==> src/assert_macros.svh <==
// assertion helpers for the matrix engine, clocked on clk and disabled in reset
`ifndef ASSERT_MACROS_SVH
`define ASSERT_MACROS_SVH

// same-cycle implication
`define ASSERT_IMPLIES(label, ante, cons) \
    label: assert property (@(posedge clk) disable iff (!rst_n) (ante) |-> (cons)) \
        else $error("same-cycle check failed");

// next-cycle implication
`define ASSERT_NEXT(label, ante, cons) \
    label: assert property (@(posedge clk) disable iff (!rst_n) (ante) |=> (cons)) \
        else $error("next-cycle check failed");

`endif

==> src/smma_pkg.sv <==
package smma_pkg;

    localparam int OP_W      = 3;
    localparam int IDX_W     = 4;
    localparam int ELEM_W    = 16;
    localparam int PROD_W    = 2 * ELEM_W;
    localparam int ACC_W     = 48;
    localparam int CFG_W     = 5;
    localparam logic [CFG_W-1:0] SIZE_RESET = 5'd16;

    typedef enum logic [OP_W-1:0] {
        OP_WRITE_A    = 3'd0,
        OP_WRITE_B    = 3'd1,
        OP_ACCUMULATE = 3'd2,
        OP_READ_C     = 3'd3,
        OP_CLEAR_C    = 3'd4
    } smma_op_t;

    typedef enum logic [2:0] {
        ST_INIT,
        ST_IDLE,
        ST_CLEAR,
        ST_READ,
        ST_MAC,
        ST_DRAIN
    } smma_state_t;

    // control from the sequencer to the multiply-add unit
    typedef struct packed {
        logic issue;
        logic clear;
    } mac_ctrl_t;

endpackage

==> src/smma_mac.sv <==
module smma_mac #(
    parameter int DOT_W = 37
) (
    input  logic                               clk,
    input  logic                               rst_n,
    input  smma_pkg::mac_ctrl_t                ctrl,
    input  logic signed [smma_pkg::ELEM_W-1:0] a_data,
    input  logic signed [smma_pkg::ELEM_W-1:0] b_data,
    output logic signed [DOT_W-1:0]            dot,
    output logic                               busy
);
    import smma_pkg::*;

    logic                     s1_vld_reg;
    logic                     s2_vld_reg;
    logic signed [PROD_W-1:0] prod_reg;
    logic signed [PROD_W-1:0] prod_next;
    logic signed [DOT_W-1:0]  dot_reg;
    logic signed [DOT_W-1:0]  dot_next;

    // operands arrive in the cycle after issue (registered memory read)
    assign prod_next = a_data * b_data;

    always_comb
    begin
        dot_next = dot_reg;
        if (ctrl.clear)
        begin
            dot_next = '0;
        end
        else if (s2_vld_reg)
        begin
            dot_next = dot_reg + DOT_W'(prod_reg);
        end
    end

    always_ff @(posedge clk or negedge rst_n)
    begin
        if (!rst_n)
        begin
            s1_vld_reg <= 1'b0;
            s2_vld_reg <= 1'b0;
            dot_reg    <= '0;
        end
        else
        begin
            s1_vld_reg <= ctrl.issue;
            s2_vld_reg <= s1_vld_reg;
            dot_reg    <= dot_next;
        end
    end

    always_ff @(posedge clk)
    begin
        if (s1_vld_reg)
        begin
            prod_reg <= prod_next;
        end
    end

    assign dot  = dot_reg;
    assign busy = s1_vld_reg | s2_vld_reg;

endmodule

==> config.mk <==
export PLATFORM = sky130hd
export DESIGN_NAME = smma_mac
export DESIGN_NICKNAME = d
export VERILOG_FILES = /design/src/assert_macros.svh /design/src/smma_pkg.sv /design/src/smma_mac.sv
export SDC_FILE = /design/constraint.sdc
export NUM_CORES = 1
export LEC_CHECK = 0
export ABC_AREA = 1
export BUFFER_PORTS_ARGS = -buffer_cell sky130_fd_sc_hd__buf_2
export CAP_MARGIN = 10
export CORE_MARGIN = 3
export CORE_UTILIZATION = 45
export CTS_BUF_LIST = sky130_fd_sc_hd__clkbuf_16
export CTS_CLUSTER_DIAMETER = 150
export DETAILED_ROUTE_END_ITERATION = 10
export PLACE_DENSITY = 0.7
export SYNTH_ARGS = -nofsm -noshare
export SYNTH_HDL_FRONTEND = slang
export SYNTH_SLANG_ARGS = --single-unit
==> constraint.sdc <==
create_clock -name clk -period 3.8 [get_ports clk]
set_input_delay 0.19 -clock clk [delete_from_list [all_inputs] [get_ports clk]]
set_output_delay 0.19 -clock clk [all_outputs]
set_load 0.05 [all_outputs]
Yosys cells after proc, flatten, opt, wreduce, memory -nomap -nowiden
Cells that the tools add are included.
- add/sub/neg operators: 1
- reduce and logical (&&, ||, !) cells: 1
- bitwise logic cells: 1
- multiplexer cells: 2
- multipliers: 1
- operator list (kind ; count):
    37-bit 2-to-1 mux ; 2
    37-bit by 32-bit adder with 37-bit output ; 1
    16-bit by 16-bit multiplier with 32-bit output ; 1
    2-bit nonzero test ; 1
    1-bit bitwise OR ; 1
- register bits after elaboration: 71
- output and inout bits: 38
- input bits: 36
- word-level logic and storage cells: 10

Depth between registers and ports, before layout
- depth in word-level cells: 3
- mapped depth: 25

Least setup slack after synthesis
OpenSTA, ideal clock, no wires.
- path kind: input port to flip-flop
- start: in b_data[5] (netlist name)
- end: reg prod_reg[31], data pin
- required time: 3.548 ns
- setup slack: -1.608 ns
- data arrival time: 5.155 ns
- stages on the path: 22
- cells stage by stage: clkbuf_1 -> clkbuf_1 -> nand2_1 -> fa_1 -> inv_1 -> fa_1 -> inv_1 -> fa_1 -> fa_1 -> fa_1 -> fa_1 -> inv_1 -> ha_1 -> nand2_1 -> nor2_1 -> nand2_1 -> nor3_1 -> nand2_1 -> nand3_1 -> inv_1 -> nand2_1 -> nand2_1
- word-level cells in the longest chain between the ends: 1
- ends and longest elaborated chain (item ; RTL line ; text):
    start: declaration ; smma_mac.sv:8 ; input logic signed [smma_pkg::ELEM_W-1:0] b_data,
    16-bit by 16-bit multiplier with 32-bit output ; smma_mac.sv:22 ; assign prod_next = a_data * b_data;
    via prod_next[31] ; smma_mac.sv:17 ; logic signed [PROD_W-1:0] prod_next;
    end signal: assignment ; smma_mac.sv:57 ; prod_reg <= prod_next;
    end: declaration ; smma_mac.sv:16 ; logic signed [PROD_W-1:0] prod_reg;
The timed path passes the listed nets, and every way through them passes these cells.
A chain may end at the register's enable or synchronous reset.

Final worst setup path
- start: in b_data[2] (netlist name)
- end: reg prod_reg[30], data pin
The elaborated chain is that of the path after synthesis.

==> impl_results.md <==
- Number of antenna violations at the first check in global routing: 0
- Vias in the first global route: 15.1k
- Sum of negative setup slack: -22160 ps
- Maximum level of the CTS H-tree: 3
- Remaining max-slew budget at the tightest pin: 0.342
- Final Wtd Congestion: 0.997
- Met1 demand-to-capacity share in global routing: 0.348
- Time the final worst path needs with I/O delays and setup: 4900 ps
- Starting density of the core: 0.463
- Crit path largest cell delay: 690 ps
- Commonest non-fill, non-tap cell in the layout: sky130_fd_sc_hd__nand2_1
- Number of warning messages in the yosys log: 0
- Mean area per synthesized cell: 7.42 um^2
- Filler cell count: 2983
- Critical path data required time: 3900 ps
- Final #Nets: 2788
- Antenna Nets Post-Route: 0
- Clock-pin slew on the worst setup and hold paths: 70 ps
- Commonest non-fill, non-tap cells in the layout: 559 x sky130_fd_sc_hd__nand2_1, 484 x sky130_fd_sc_hd__inv_1, 241 x sky130_fd_sc_hd__fa_1
- Count of TritonRoute iterations in the first routing pass: 5
- Remaining design rule violation count: 0
- Post-detail-place hpwl: 38700 um
- Share of the yosys chip area belonging to registers: 0.123
- Vias per cell: 5.05
- Min-Delay Path Class: in -> async
- Total grt overflow: 0
- Most repeated library cell on the critical path: sky130_fd_sc_hd__fa_1
- Worst setup timing slack at the placement stage: -1740 ps
- Startpoint type of the worst setup path: primary input
- Core ar.: 34000 um^2
- Async S/R FF share, synth: 0.549
- Met3 track demand over resource: 0.0380
- IO Pins: 74
- Max Fclk: 204 MHz
- Insertion delay to the later sink of the worst-skew pair: 340 ps
- Wire length per cell after detailed routing: 16.4 um
- Max-cap violation count: 0
- Violation count after the first detailed-route iteration: 859
- Worst-Margin Slew: 987 ps
- Number of nets in the synthesized netlist: 2538
- Layout cell share with drive strength beyond 1: 0.276
- Violations in the final reports: negative setup slack
- Top fanout value on the critical path: 7
- Global-route wire length before repair: 74900 um
- Status: complete, but fails checks
- Critical path, cell by cell: buf_12 > nand2_4 > inv_2 > fa_2 > fa_2 > buf_12 > fa_1 > fa_1 > fa_1 > inv_1 > fa_1 > inv_1 > ha_4 > nand2_1 > inv_2 > nand3_2 > nor2_2 > nand3_1 > nand3_1 > nand2_1
- Grt peak-use layer: met2
- Total setup violations reported at the end of the flow: 24
- Root Buffer Master: sky130_fd_sc_hd__clkbuf_16
- Post-route setup slack: -1100 ps
- Width of the die: 193 um
- Data arrival at the endpoint of the critical path: 5000 ps
- Standard-cell rows: 67
- Hold violation count in the final report: 0
- CTS tree: done
- Maximum number of pins on one net before global-route repair: 40
- Crit share post-route: 1.29
- Number of buffers inserted during clock tree synthesis: 9
- Unrepaired setup endpoints after global routing: true
- Most instantiated flip-flop cell in the synthesis netlist: sky130_fd_sc_hd__dfrtp_1
- N_diodes: 0
- Crit Path Class: in -> reg
- Largest register FFs: 37
- Clk_skew: 13.9 ps
- Die outline area: 37300 um^2
- Overall die height: 193 um
- Type of element capturing the critical path: flip-flop
- Post-synthesis instance total: 2121
- Synthesized flop and latch total: 71
- Count of buffers inserted at the top-level ports: 73
- Wirelength, routed: 46300 um
- GR met2 Demand/Resource: 0.419
- Vias: 14.3k
- Cell type of the slowest stage on the worst timing path: sky130_fd_sc_hd__fa_2
- Total global-route track usage: 0.254
- Synthesis-to-finish area growth: 29.8%
- Synth Cell Area: 15700 um^2
- EDFF count, synth: 32
- Buffer depth of the longest clock path: 2
- Count of clock tree sinks: 71
- Final Max Tran Viols: 0
- Unique masters post-synth: 39
-- final timing paths --
check,start,slack (ps),to,cells after the start
min,rst_n,7,dot[33],1
max,b_data[2],-1100,prod_reg[30],20
max reg2reg,prod_reg[31],1320,dot[33],10
min reg2reg,dot[31],520,dot[31],2
min in group clk,ctrl[0],120,dot[6],2
max in group asynchronous,rst_n,3170,dot[18],1
-- critical path: cells and delay by family --
kind / cells / cell delay, ps
and+or+nand+nor: 7 / 750
buffers and inverters: 6 / 560
adders and majority gates: 7 / 3490
-- layer usage --
layer / part of all wire / routed length, um / vias up
li1: - / - / 6713
met5: 0 / 0 / -
met2: 0.47 / 22000 / 425
met4: 0.030 / 1380 / 0
met3: 0.063 / 2920 / 103
met1: 0.43 / 20000 / 7028
-- timing repair --
action                                 4_1_cts  5_1_grt
hold buffers                                 1        0
resized for setup                          249      168
setup endpoints to repair                   25       25
pin swaps                                   92       79
endpoints found under the hold margin        1        0
setup buffers                               20       21
gates cloned                                 1        2
-- per-stage QoR --
stage / hold WS (ps) / area, um^2 / util / std cells
3_5_place_dp: 305 / 18400 / 0.540 / 2766
3_3_place_gp: 299 / 18400 / 0.540 / 2766
2_1_floorplan: -106 / 16700 / - / 2121
5_1_grt: 74.4 / 20400 / 0.600 / 2824
6_report: 6.70 / 20400 / 0.600 / 2824
4_1_cts: 16.2 / 19700 / 0.579 / 2803
-- synth_stat cells (3+ instances only) --
cell                       count  share of area
sky130_fd_sc_hd__nand2_1     622           0.15
sky130_fd_sc_hd__inv_1       539           0.13
sky130_fd_sc_hd__fa_1        263           0.33
sky130_fd_sc_hd__ha_1        118          0.094
sky130_fd_sc_hd__nor2_1      106          0.025
sky130_fd_sc_hd__a21oi_1      66          0.021
sky130_fd_sc_hd__nand3_1      65          0.021
sky130_fd_sc_hd__clkbuf_1     63          0.015
sky130_fd_sc_hd__dfrtp_1      39          0.062
sky130_fd_sc_hd__edfxtp_1     32          0.061
sky130_fd_sc_hd__o21ai_0      30         0.0095
sky130_fd_sc_hd__xor2_1       24          0.013
sky130_fd_sc_hd__inv_2        15         0.0036
sky130_fd_sc_hd__nand4_1      14         0.0056
sky130_fd_sc_hd__nor2_2       14         0.0056
sky130_fd_sc_hd__xnor2_1      14         0.0078
sky130_fd_sc_hd__nand2_2      13         0.0052
sky130_fd_sc_hd__o21bai_1     13         0.0062
sky130_fd_sc_hd__o21ai_1      12         0.0038
sky130_fd_sc_hd__nand3b_1      9         0.0043
sky130_fd_sc_hd__a21oi_2       7         0.0039
sky130_fd_sc_hd__nor3_1        7         0.0022
sky130_fd_sc_hd__nand3_2       6         0.0038
sky130_fd_sc_hd__nor3_2        5         0.0032
sky130_fd_sc_hd__or2_2         5         0.0020
sky130_fd_sc_hd__o31ai_1       3         0.0014
-- final cells by class --
cell class | instances | area, um^2 | area share
Multi-Input combinational cell | 1431 | 12900 | 0.629
Clock inverter | 7 | 48.8 | 0.00239
Timing Repair Buffer | 303 | 2710 | 0.132
Sequential cell | 71 | 1940 | 0.0948
Tap cell | 448 | 561 | 0.0274
Inverter | 555 | 2100 | 0.103
Clock buffer | 9 | 225 | 0.0110
-- cell families after synthesis --
logic type / after synthesis / share of synthesized area
AND/OR/NAND/NOR: 869 / 0.228
buffers and inverters: 619 / 0.148
adder cells (fa/ha/maj): 381 / 0.428
AO/OA/AOI/OAI: 143 / 0.0523
flip-flops: 71 / 0.123
XOR/XNOR: 38 / 0.0211
Power is not shown: default switching activity piles up to over one toggle a cycle in this logic, so the estimate is an artifact.
